--- src/rtl/core/qsr_pkg.sv ---
// shared types and codes for the requeue work queue
// no dependencies
package qsr_pkg;

  // fixed field widths of the beats
  localparam int unsigned IN_ID_W = 16;
  localparam int unsigned FRONT_W = 16;
  localparam int unsigned OCC_W   = 7;

  // operation codes
  typedef enum logic [1:0] {
    OP_ADD     = 2'd0,
    OP_REMOVE  = 2'd1,
    OP_REQUEUE = 2'd2
  } op_e;

  // fault codes
  typedef enum logic [1:0] {
    FAULT_OK      = 2'd0,
    FAULT_MISSING = 2'd1,
    FAULT_FULL    = 2'd2
  } fault_e;

  // input beat
  typedef struct packed {
    logic [1:0]         op;
    logic [IN_ID_W-1:0] entry_id;
  } in_beat_t;

  // result beat
  typedef struct packed {
    logic [FRONT_W-1:0] front_id;
    logic [OCC_W-1:0]   occupancy;
    logic               is_empty;
    logic [1:0]         fault;
  } out_beat_t;

endpackage

--- src/rtl/core/qsr_mem.sv ---
// single-write, single-read synchronous ram holding the queue entries
// registered read port, no reset on the storage
module qsr_mem #(
  parameter int unsigned DEPTH = 64,
  parameter int unsigned WIDTH = 16
) (
  input  logic                     clk_i,
  input  logic                     we_i,
  input  logic [$clog2(DEPTH)-1:0] waddr_i,
  input  logic [WIDTH-1:0]         wdata_i,
  input  logic                     re_i,
  input  logic [$clog2(DEPTH)-1:0] raddr_i,
  output logic [WIDTH-1:0]         rdata_o
);

  logic [WIDTH-1:0] mem_q [DEPTH];
  logic [WIDTH-1:0] rdata_q;

  // write port and registered read port
  always_ff @(posedge clk_i) begin
    if (we_i) begin
      mem_q[waddr_i] <= wdata_i;
    end
    if (re_i) begin
      rdata_q <= mem_q[raddr_i];
    end
  end

  assign rdata_o = rdata_q;

endmodule

--- src/rtl/core/qsr_ctrl.sv ---
// sequencer for the requeue work queue: search, close-up and append over the ram
// depends on qsr_pkg; drives the ports of qsr_mem
module qsr_ctrl #(
  parameter int unsigned QUEUE_DEPTH = 64,
  parameter int unsigned ID_WIDTH    = 16
) (
  input  logic                           clk_i,
  input  logic                           rst_ni,
  input  logic                           in_valid_i,
  output logic                           in_stall_o,
  input  qsr_pkg::in_beat_t              in_beat_i,
  output logic                           res_valid_o,
  input  logic                           res_ready_i,
  output qsr_pkg::out_beat_t             res_beat_o,
  output logic                           mem_we_o,
  output logic [$clog2(QUEUE_DEPTH)-1:0] mem_waddr_o,
  output logic [ID_WIDTH-1:0]            mem_wdata_o,
  output logic                           mem_re_o,
  output logic [$clog2(QUEUE_DEPTH)-1:0] mem_raddr_o,
  input  logic [ID_WIDTH-1:0]            mem_rdata_i
);

  import qsr_pkg::*;

  localparam int unsigned AW = $clog2(QUEUE_DEPTH);
  localparam int unsigned CW = $clog2(QUEUE_DEPTH + 1);
  localparam int unsigned SW = CW + 1;

  localparam logic [2:0] ST_IDLE   = 3'd0;
  localparam logic [2:0] ST_SEARCH = 3'd1;
  localparam logic [2:0] ST_SHIFT  = 3'd2;
  localparam logic [2:0] ST_APPEND = 3'd3;
  localparam logic [2:0] ST_FRONT  = 3'd4;
  localparam logic [2:0] ST_WAIT   = 3'd5;

  logic [2:0]          state_q, state_d;
  logic [AW-1:0]       head_q, head_d;
  logic [CW-1:0]       count_q, count_d;
  logic [AW-1:0]       idx_q, idx_d;
  logic [1:0]          op_q, op_d;
  logic [ID_WIDTH-1:0] id_q, id_d;
  logic [1:0]          fault_q, fault_d;

  logic [ID_WIDTH-1:0] id_in;
  logic [CW-1:0]       idx_p1;
  logic [CW-1:0]       idx_p2;
  logic                hit;

  // ram address of queue position off, counted from the head
  function automatic logic [AW-1:0] wrap(input logic [AW-1:0] head, input logic [CW-1:0] off);
    logic [SW-1:0] sum;
    begin
      sum = SW'(head) + SW'(off);
      if (sum >= SW'(QUEUE_DEPTH)) begin
        sum = sum - SW'(QUEUE_DEPTH);
      end
      return sum[AW-1:0];
    end
  endfunction

  assign id_in  = ID_WIDTH'(in_beat_i.entry_id);
  assign idx_p1 = CW'(idx_q) + CW'(1);
  assign idx_p2 = CW'(idx_q) + CW'(2);
  assign hit    = (mem_rdata_i == id_q);

  assign in_stall_o = (state_q != ST_IDLE);

  // sequencer
  always_comb begin
    state_d     = state_q;
    head_d      = head_q;
    count_d     = count_q;
    idx_d       = idx_q;
    op_d        = op_q;
    id_d        = id_q;
    fault_d     = fault_q;
    mem_we_o    = 1'b0;
    mem_waddr_o = wrap(head_q, count_q);
    mem_wdata_o = id_q;
    mem_re_o    = 1'b0;
    mem_raddr_o = head_q;
    res_valid_o = 1'b0;

    case (state_q)
      ST_IDLE: begin
        if (in_valid_i) begin
          op_d    = in_beat_i.op;
          id_d    = id_in;
          fault_d = FAULT_OK;
          idx_d   = '0;
          state_d = ST_FRONT;
          case (in_beat_i.op)
            OP_ADD: begin
              if (count_q == CW'(QUEUE_DEPTH)) begin
                fault_d = FAULT_FULL;
              end else begin
                mem_we_o    = 1'b1;
                mem_waddr_o = wrap(head_q, count_q);
                mem_wdata_o = id_in;
                count_d     = count_q + CW'(1);
              end
            end
            OP_REMOVE, OP_REQUEUE: begin
              if (count_q == '0) begin
                fault_d = FAULT_MISSING;
              end else begin
                // fetch the front entry to start the search
                mem_re_o    = 1'b1;
                mem_raddr_o = head_q;
                state_d     = ST_SEARCH;
              end
            end
            default: begin
              state_d = ST_FRONT;
            end
          endcase
        end
      end

      // compare one entry a cycle, next read already in flight
      ST_SEARCH: begin
        mem_re_o    = 1'b1;
        mem_raddr_o = wrap(head_q, idx_p1);
        if (hit) begin
          if (idx_q == '0) begin
            // front entry: pop, and append again on requeue
            head_d = wrap(head_q, CW'(1));
            if (op_q == OP_REQUEUE) begin
              mem_we_o    = 1'b1;
              mem_waddr_o = wrap(head_q, count_q);
              mem_wdata_o = id_q;
            end else begin
              count_d = count_q - CW'(1);
            end
            state_d = ST_FRONT;
          end else if (idx_p1 == count_q) begin
            // back entry: nothing moves
            if (op_q != OP_REQUEUE) begin
              count_d = count_q - CW'(1);
            end
            state_d = ST_FRONT;
          end else begin
            state_d = ST_SHIFT;
          end
        end else if (idx_p1 == count_q) begin
          fault_d = FAULT_MISSING;
          state_d = ST_FRONT;
        end else begin
          idx_d = idx_q + AW'(1);
        end
      end

      // close up: write entry idx+1 into idx, read idx+2
      ST_SHIFT: begin
        mem_we_o    = 1'b1;
        mem_waddr_o = wrap(head_q, CW'(idx_q));
        mem_wdata_o = mem_rdata_i;
        mem_re_o    = 1'b1;
        mem_raddr_o = wrap(head_q, idx_p2);
        if (idx_p2 == count_q) begin
          if (op_q == OP_REQUEUE) begin
            state_d = ST_APPEND;
          end else begin
            count_d = count_q - CW'(1);
            state_d = ST_FRONT;
          end
        end else begin
          idx_d = idx_q + AW'(1);
        end
      end

      // requeued id goes into the last slot
      ST_APPEND: begin
        mem_we_o    = 1'b1;
        mem_waddr_o = wrap(head_q, count_q - CW'(1));
        mem_wdata_o = id_q;
        state_d     = ST_FRONT;
      end

      // read the front entry for the result
      ST_FRONT: begin
        mem_re_o    = 1'b1;
        mem_raddr_o = head_q;
        state_d     = ST_WAIT;
      end

      // hand the result to the output register
      ST_WAIT: begin
        res_valid_o = 1'b1;
        if (res_ready_i) begin
          state_d = ST_IDLE;
        end
      end

      default: begin
        state_d = ST_IDLE;
      end
    endcase
  end

  // result beat
  always_comb begin
    res_beat_o.front_id  = (count_q == '0) ? '0 : FRONT_W'(mem_rdata_i);
    res_beat_o.occupancy = OCC_W'(count_q);
    res_beat_o.is_empty  = (count_q == '0);
    res_beat_o.fault     = fault_q;
  end

  // control state
  always_ff @(posedge clk_i or negedge rst_ni) begin
    if (!rst_ni) begin
      state_q <= ST_IDLE;
      head_q  <= '0;
      count_q <= '0;
    end else begin
      state_q <= state_d;
      head_q  <= head_d;
      count_q <= count_d;
    end
  end

  // per-item working registers
  always_ff @(posedge clk_i) begin
    idx_q   <= idx_d;
    op_q    <= op_d;
    id_q    <= id_d;
    fault_q <= fault_d;
  end

endmodule

--- src/rtl/core/fifo_state_queue_with_requeue.sv ---
// Sequence: an add or unused op goes from accept through the front read to the result
// register; a remove or requeue first searches the entries from the front, closes up the
// entries behind a middle match, and appends the id again when a middle entry is requeued.
// Throughput: one item at a time; the ram gives one read per cycle in the search and close-up
// walk, and the input stalls until the sequencer's result is taken by the output register.
// Reset: asynchronous active low; queue empty, ram contents left as they are.
module fifo_state_queue_with_requeue #(
  parameter int unsigned QUEUE_DEPTH = 64,
  parameter int unsigned ID_WIDTH    = 16
) (
  input  logic               clk_i,
  input  logic               rst_ni,
  input  logic               in_valid_i,
  output logic               in_stall_o,
  input  qsr_pkg::in_beat_t  in_beat_i,
  output logic               out_valid_o,
  input  logic               out_stall_i,
  output qsr_pkg::out_beat_t out_beat_o
);

  import qsr_pkg::*;

  localparam int unsigned AW = $clog2(QUEUE_DEPTH);

  logic                res_valid;
  logic                res_ready;
  out_beat_t           res_beat;
  logic                mem_we;
  logic [AW-1:0]       mem_waddr;
  logic [ID_WIDTH-1:0] mem_wdata;
  logic                mem_re;
  logic [AW-1:0]       mem_raddr;
  logic [ID_WIDTH-1:0] mem_rdata;
  logic                out_valid_q;
  out_beat_t           out_beat_q;

  // entry storage
  qsr_mem #(
    .DEPTH (QUEUE_DEPTH),
    .WIDTH (ID_WIDTH)
  ) u_mem (
    .clk_i   (clk_i),
    .we_i    (mem_we),
    .waddr_i (mem_waddr),
    .wdata_i (mem_wdata),
    .re_i    (mem_re),
    .raddr_i (mem_raddr),
    .rdata_o (mem_rdata)
  );

  // operation sequencer
  qsr_ctrl #(
    .QUEUE_DEPTH (QUEUE_DEPTH),
    .ID_WIDTH    (ID_WIDTH)
  ) u_ctrl (
    .clk_i       (clk_i),
    .rst_ni      (rst_ni),
    .in_valid_i  (in_valid_i),
    .in_stall_o  (in_stall_o),
    .in_beat_i   (in_beat_i),
    .res_valid_o (res_valid),
    .res_ready_i (res_ready),
    .res_beat_o  (res_beat),
    .mem_we_o    (mem_we),
    .mem_waddr_o (mem_waddr),
    .mem_wdata_o (mem_wdata),
    .mem_re_o    (mem_re),
    .mem_raddr_o (mem_raddr),
    .mem_rdata_i (mem_rdata)
  );

  // output register decouples the result beat from the sequencer
  assign res_ready = !out_valid_q || !out_stall_i;

  always_ff @(posedge clk_i or negedge rst_ni) begin
    if (!rst_ni) begin
      out_valid_q <= 1'b0;
    end else if (res_ready) begin
      out_valid_q <= res_valid;
    end
  end

  always_ff @(posedge clk_i) begin
    if (res_ready && res_valid) begin
      out_beat_q <= res_beat;
    end
  end

  assign out_valid_o = out_valid_q;
  assign out_beat_o  = out_beat_q;

endmodule

--- config.mk ---
export PLATFORM = sky130hd
export DESIGN_NAME = fifo_state_queue_with_requeue
export DESIGN_NICKNAME = d
export VERILOG_FILES = /design/src/rtl/core/qsr_pkg.sv /design/src/rtl/core/qsr_mem.sv /design/src/rtl/core/qsr_ctrl.sv /design/src/rtl/core/fifo_state_queue_with_requeue.sv
export SDC_FILE = /design/constraint.sdc
export NUM_CORES = 1
export LEC_CHECK = 0
export BUFFER_PORTS_ARGS = -buffer_cell sky130_fd_sc_hd__buf_2
export CAP_MARGIN = 40
export CORE_MARGIN = 4
export CORE_UTILIZATION = 35
export CTS_CLUSTER_DIAMETER = 40
export CTS_CLUSTER_SIZE = 10
export DETAILED_ROUTE_END_ITERATION = 10
export SLEW_MARGIN = 25
export SYNTH_ARGS = -nofsm -noshare
export SYNTH_HDL_FRONTEND = slang
export SYNTH_HIERARCHICAL = 1
export SYNTH_SLANG_ARGS = --single-unit
--- constraint.sdc ---
create_clock -name clk_i -period 4.3 [get_ports clk_i]
set_input_delay 0.645 -clock clk_i [delete_from_list [all_inputs] [get_ports clk_i]]
set_output_delay 0.645 -clock clk_i [all_outputs]
set_load 0.03 [all_outputs]
==> results.yml <==
sta:
  whs_ns: 0.1226
  fin_skew_ns: 0.02811
  hold_violations: 0
  max_freq_ghz: 0.2410
  fin_crit_sh_pct: 96.51
  maxSlewViolCount: 0
  max_slew_margin_pct: 46.96
  min_period_ns: 4.150
  tightest_slew_ns: 0.7956
  setup_viol: 0
route:
  first_iter_violations: 2683
  ant_nets: 0
  vias: 23510
  wirelength_um: 113900
  drcViolationCount: 0
  drt-wirelength-per-cell_um: 26.59
  viasPerCell: 5.488
  dr.pass1.iters: 6
power:
  p_per_area_nw_per_um2: 657.0
  p_switching_mw: 10.93
  cellInternalPower_mw: 24.11
  p_sw_share_pct: 31.18
  ir_worst_vdd_uv: 453.4
  pwr-share-seq_pct: 39.2
  comb_power_share_pct: 28.1
  leakagePower_nw: 16.90
  p_clk_share_pct: 32.7
cells_and_area:
  instances_no_fill: 4283
  nets: 2591
  post-route-util_pct: 42.25
  drive_above_1_share_pct: 28.96
  area_delta_synth_final_pct: 19.29
  fillers: 10800
  finalInstanceArea_um2: 53330
worst_hold_path:
  min_path_type: "in2reg"
die:
  chipWidth_um: 365.4
  fp.dieArea_um2: 133500
  initial_core_util_pct: 35.42
  core_area_um2: 126200
  io_pins: 50
  die_h_um: 365.4
  row_count: 130
outcome:
  outcome: "complete, no violations"
yosys:
  synth_area_um2: 44710
  synth_ff_type: "edfxtp_1"
  yosys_warnings: 6
  synth_xor_area_share_pct: 1.066
  syn_area_per_cell_um2: 19.70
  ys_ff_latch: 1109
  syn-num-nets: 2312
  postSynth.asyncResetShare_pct: 1.533
  synth_cell_types: 81
  netlist.area_leader.share_pct: 73.35
  ys_seq_area_share_pct: 74.30
  synth_adder_area_share_pct: 0.6213
  synth_edf_count: 1092
  synth_simple_gate_area_share_pct: 3.904
  synth_area_leaders: "edfxtp_1 (73%), mux4_2 (11%), mux2i_1 (2.1%)"
  yosysMostFrequentCell: "edfxtp_1"
  synth_commonest_cells: "edfxtp_1 (1092), mux4_2 (221), nor2_1 (104)"
  synth_compound_area_share_pct: 4.282
  synth_mux_area_share_pct: 13.71
  synth_top_cell_by_area: "edfxtp_1"
  synth_cells: 2269
  synth_top_family_by_area: "multiplexers"
placed_design:
  post-place-cells: 4042
  io_buffers: 49
  place_area_um2: 48630
  gp_congestion: 0.9254
  hpwl_um: 70910
clock_network:
  tritoncts: "yes"
  root_buffer: "clkbuf_16"
  cts_buffer_depth: 3
  clock_latency_ns: 0.73
  numCtsBuffers: 149
  clkSinkCount: 1109
  cts.htree.levels: 4
  clkSlewWorstSetupHoldPaths_ns: 0.05
grt:
  grt_max_degree: 71
  grt_pass1_wl_um: 166400
  gr-total-overflow: 0
  grt_pass1_vias: 23520
  antenna_found_initial: 4
  grt.total_usage_pct: 17.07
setup_path:
  crit_fanout: 70
  worstPathArrival_ns: 4.60
  worst-endpoint-required_ns: 4.75
  worstSetupPathType: "reg2reg"
  crit_path_end_kind: "flip-flop"
  cp-start-kind: "flip-flop"
flow_run:
  max_cap_viol_count: 0
layout by cell type (no fill, tap or decap), types with 14 or more instances in the layout:
cell and n:
a22oi_1 62, nand3_1 37, clkinv_1 15, nor2b_1 30, dfrtp_1 17, inv_1 20, a21oi_1 32, and2_1 19
clkbuf_16 152, mux2_2 14, ha_1 19, mux4_2 221, xnor2_1 24, xor2_1 26, buf_12 52, o22ai_1 37
a221oi_1 21, nor2_1 89, mux2i_1 93, buf_2 49, nand2_1 46, edfxtp_1 1092, a21oi_4 16, clkbuf_1 21
buf_4 156, nor2_2 15
area by class of cell:
type                            count  area (um2)  share of cell area [%]
Antenna cell                        2       5.005                0.009384
Clock buffer                      173        3882                   7.280
Clock inverter                     61       735.7                   1.379
Inverter                           21       78.83                  0.1478
Multi-Input combinational cell   1005       10840                   20.33
Sequential cell                  1109       33220                   62.28
Tap cell                         1650        2064                   3.871
Timing Repair Buffer              262        2509                   4.704
sequential cells by signal, summed over array words and instances (netlist names):
register,count
u_mem/mem_q,1024
u_ctrl/count_q,7
u_ctrl/op_q,2
u_ctrl/fault_q,2
u_ctrl/state_q,3
u_mem/rdata_o,16
u_ctrl/id_q,16
out_beat_o,26
u_ctrl/idx_q,6
out_valid_o,1
u_ctrl/head_q,6
worst max-delay path, cell delays in order, from the launching register on:
cell and delay, ns:
edfxtp_1 0.46, inv_1 0.11, ha_1 0.35, nand2_1 0.07, o21ai_0 0.17, fa_1 0.49
xnor2_1 0.18, o21ai_4 0.15, buf_12 0.22, buf_12 0.38, mux2i_1 0.53, nand3_1 0.13
a31oi_1 0.38, a311oi_1 0.11
cell families (layout without fill, tap and decap cells):
group | count (synthesis) | in the layout
muxes | 331 | 331
buffers and inverters | 155 | 517
and+or+nand+nor | 334 | 334
other | 0 | 2
adders and majority gates | 21 | 21
xor gates and xnor gates | 52 | 52
AOI/OAI and AO/OA | 267 | 267
DFF | 1109 | 1109
through the flow:
stage	TNS (ns)	power, mW	setup slack [ns]
3_3_place_gp	0	23.53	0.1586
3_5_place_dp	-0.07436	23.72	-0.03565
5_1_grt	-0.02459	36.36	-0.02459
4_1_cts	0	35.22	0.02295
2_1_floorplan	-28.90	19.76	-0.1707
6_report	0	35.04	0.1499
final timing paths:
| path | start | end | slack, ns | cells after the start |
|---|---|---|---|---|
| max reg2reg | u_ctrl/idx_q[1] | u_mem/rdata_o[3] | 0.15 | 13 |
| min in group asynchronous | rst_ni | u_ctrl/count_q[1] | 0.41 | 2 |
| max | u_ctrl/idx_q[1] | u_mem/rdata_o[3] | 0.15 | 13 |
| min | in_beat_i[11] | u_ctrl/id_q[11] | 0.12 | 1 |
| min reg2reg | u_ctrl/fault_q[1] | out_beat_o[1] | 0.42 | 0 |
| max in group asynchronous | rst_ni | u_ctrl/state_q[0] | 3.56 | 2 |
per-layer routing:
layer / up-vias / global-route usage, % / routed length [um]
met4: 0 / 5.787 / 3605
li1: 9959 / - / -
met3: 210 / 3.705 / 8259
met2: 985 / 27.47 / 54920
met5: - / 0 / 0
met1: 12350 / 23.12 / 47120
what timing repair did:
item	4_1_cts	5_1_grt
endpoints found under the setup margin	4	128
hold buffers	1	0
gates cloned	0	0
buffers inserted	0	3
gates resized for setup	2	9
endpoints found under the hold margin	17	0
pin swaps	0	1
power groups by stage:
stage                     Sequential, mW  Combinational, mW  Clock [mW]
after floorplan                     13.9               5.86           0
after global placement              13.9               9.59           0
after detailed placement            13.9               9.77           0
after CTS                           13.7               9.80        11.7
after global routing                13.8               10.4        12.2
final                               13.7               9.84        11.5
(Power assumes the default switching activity.)
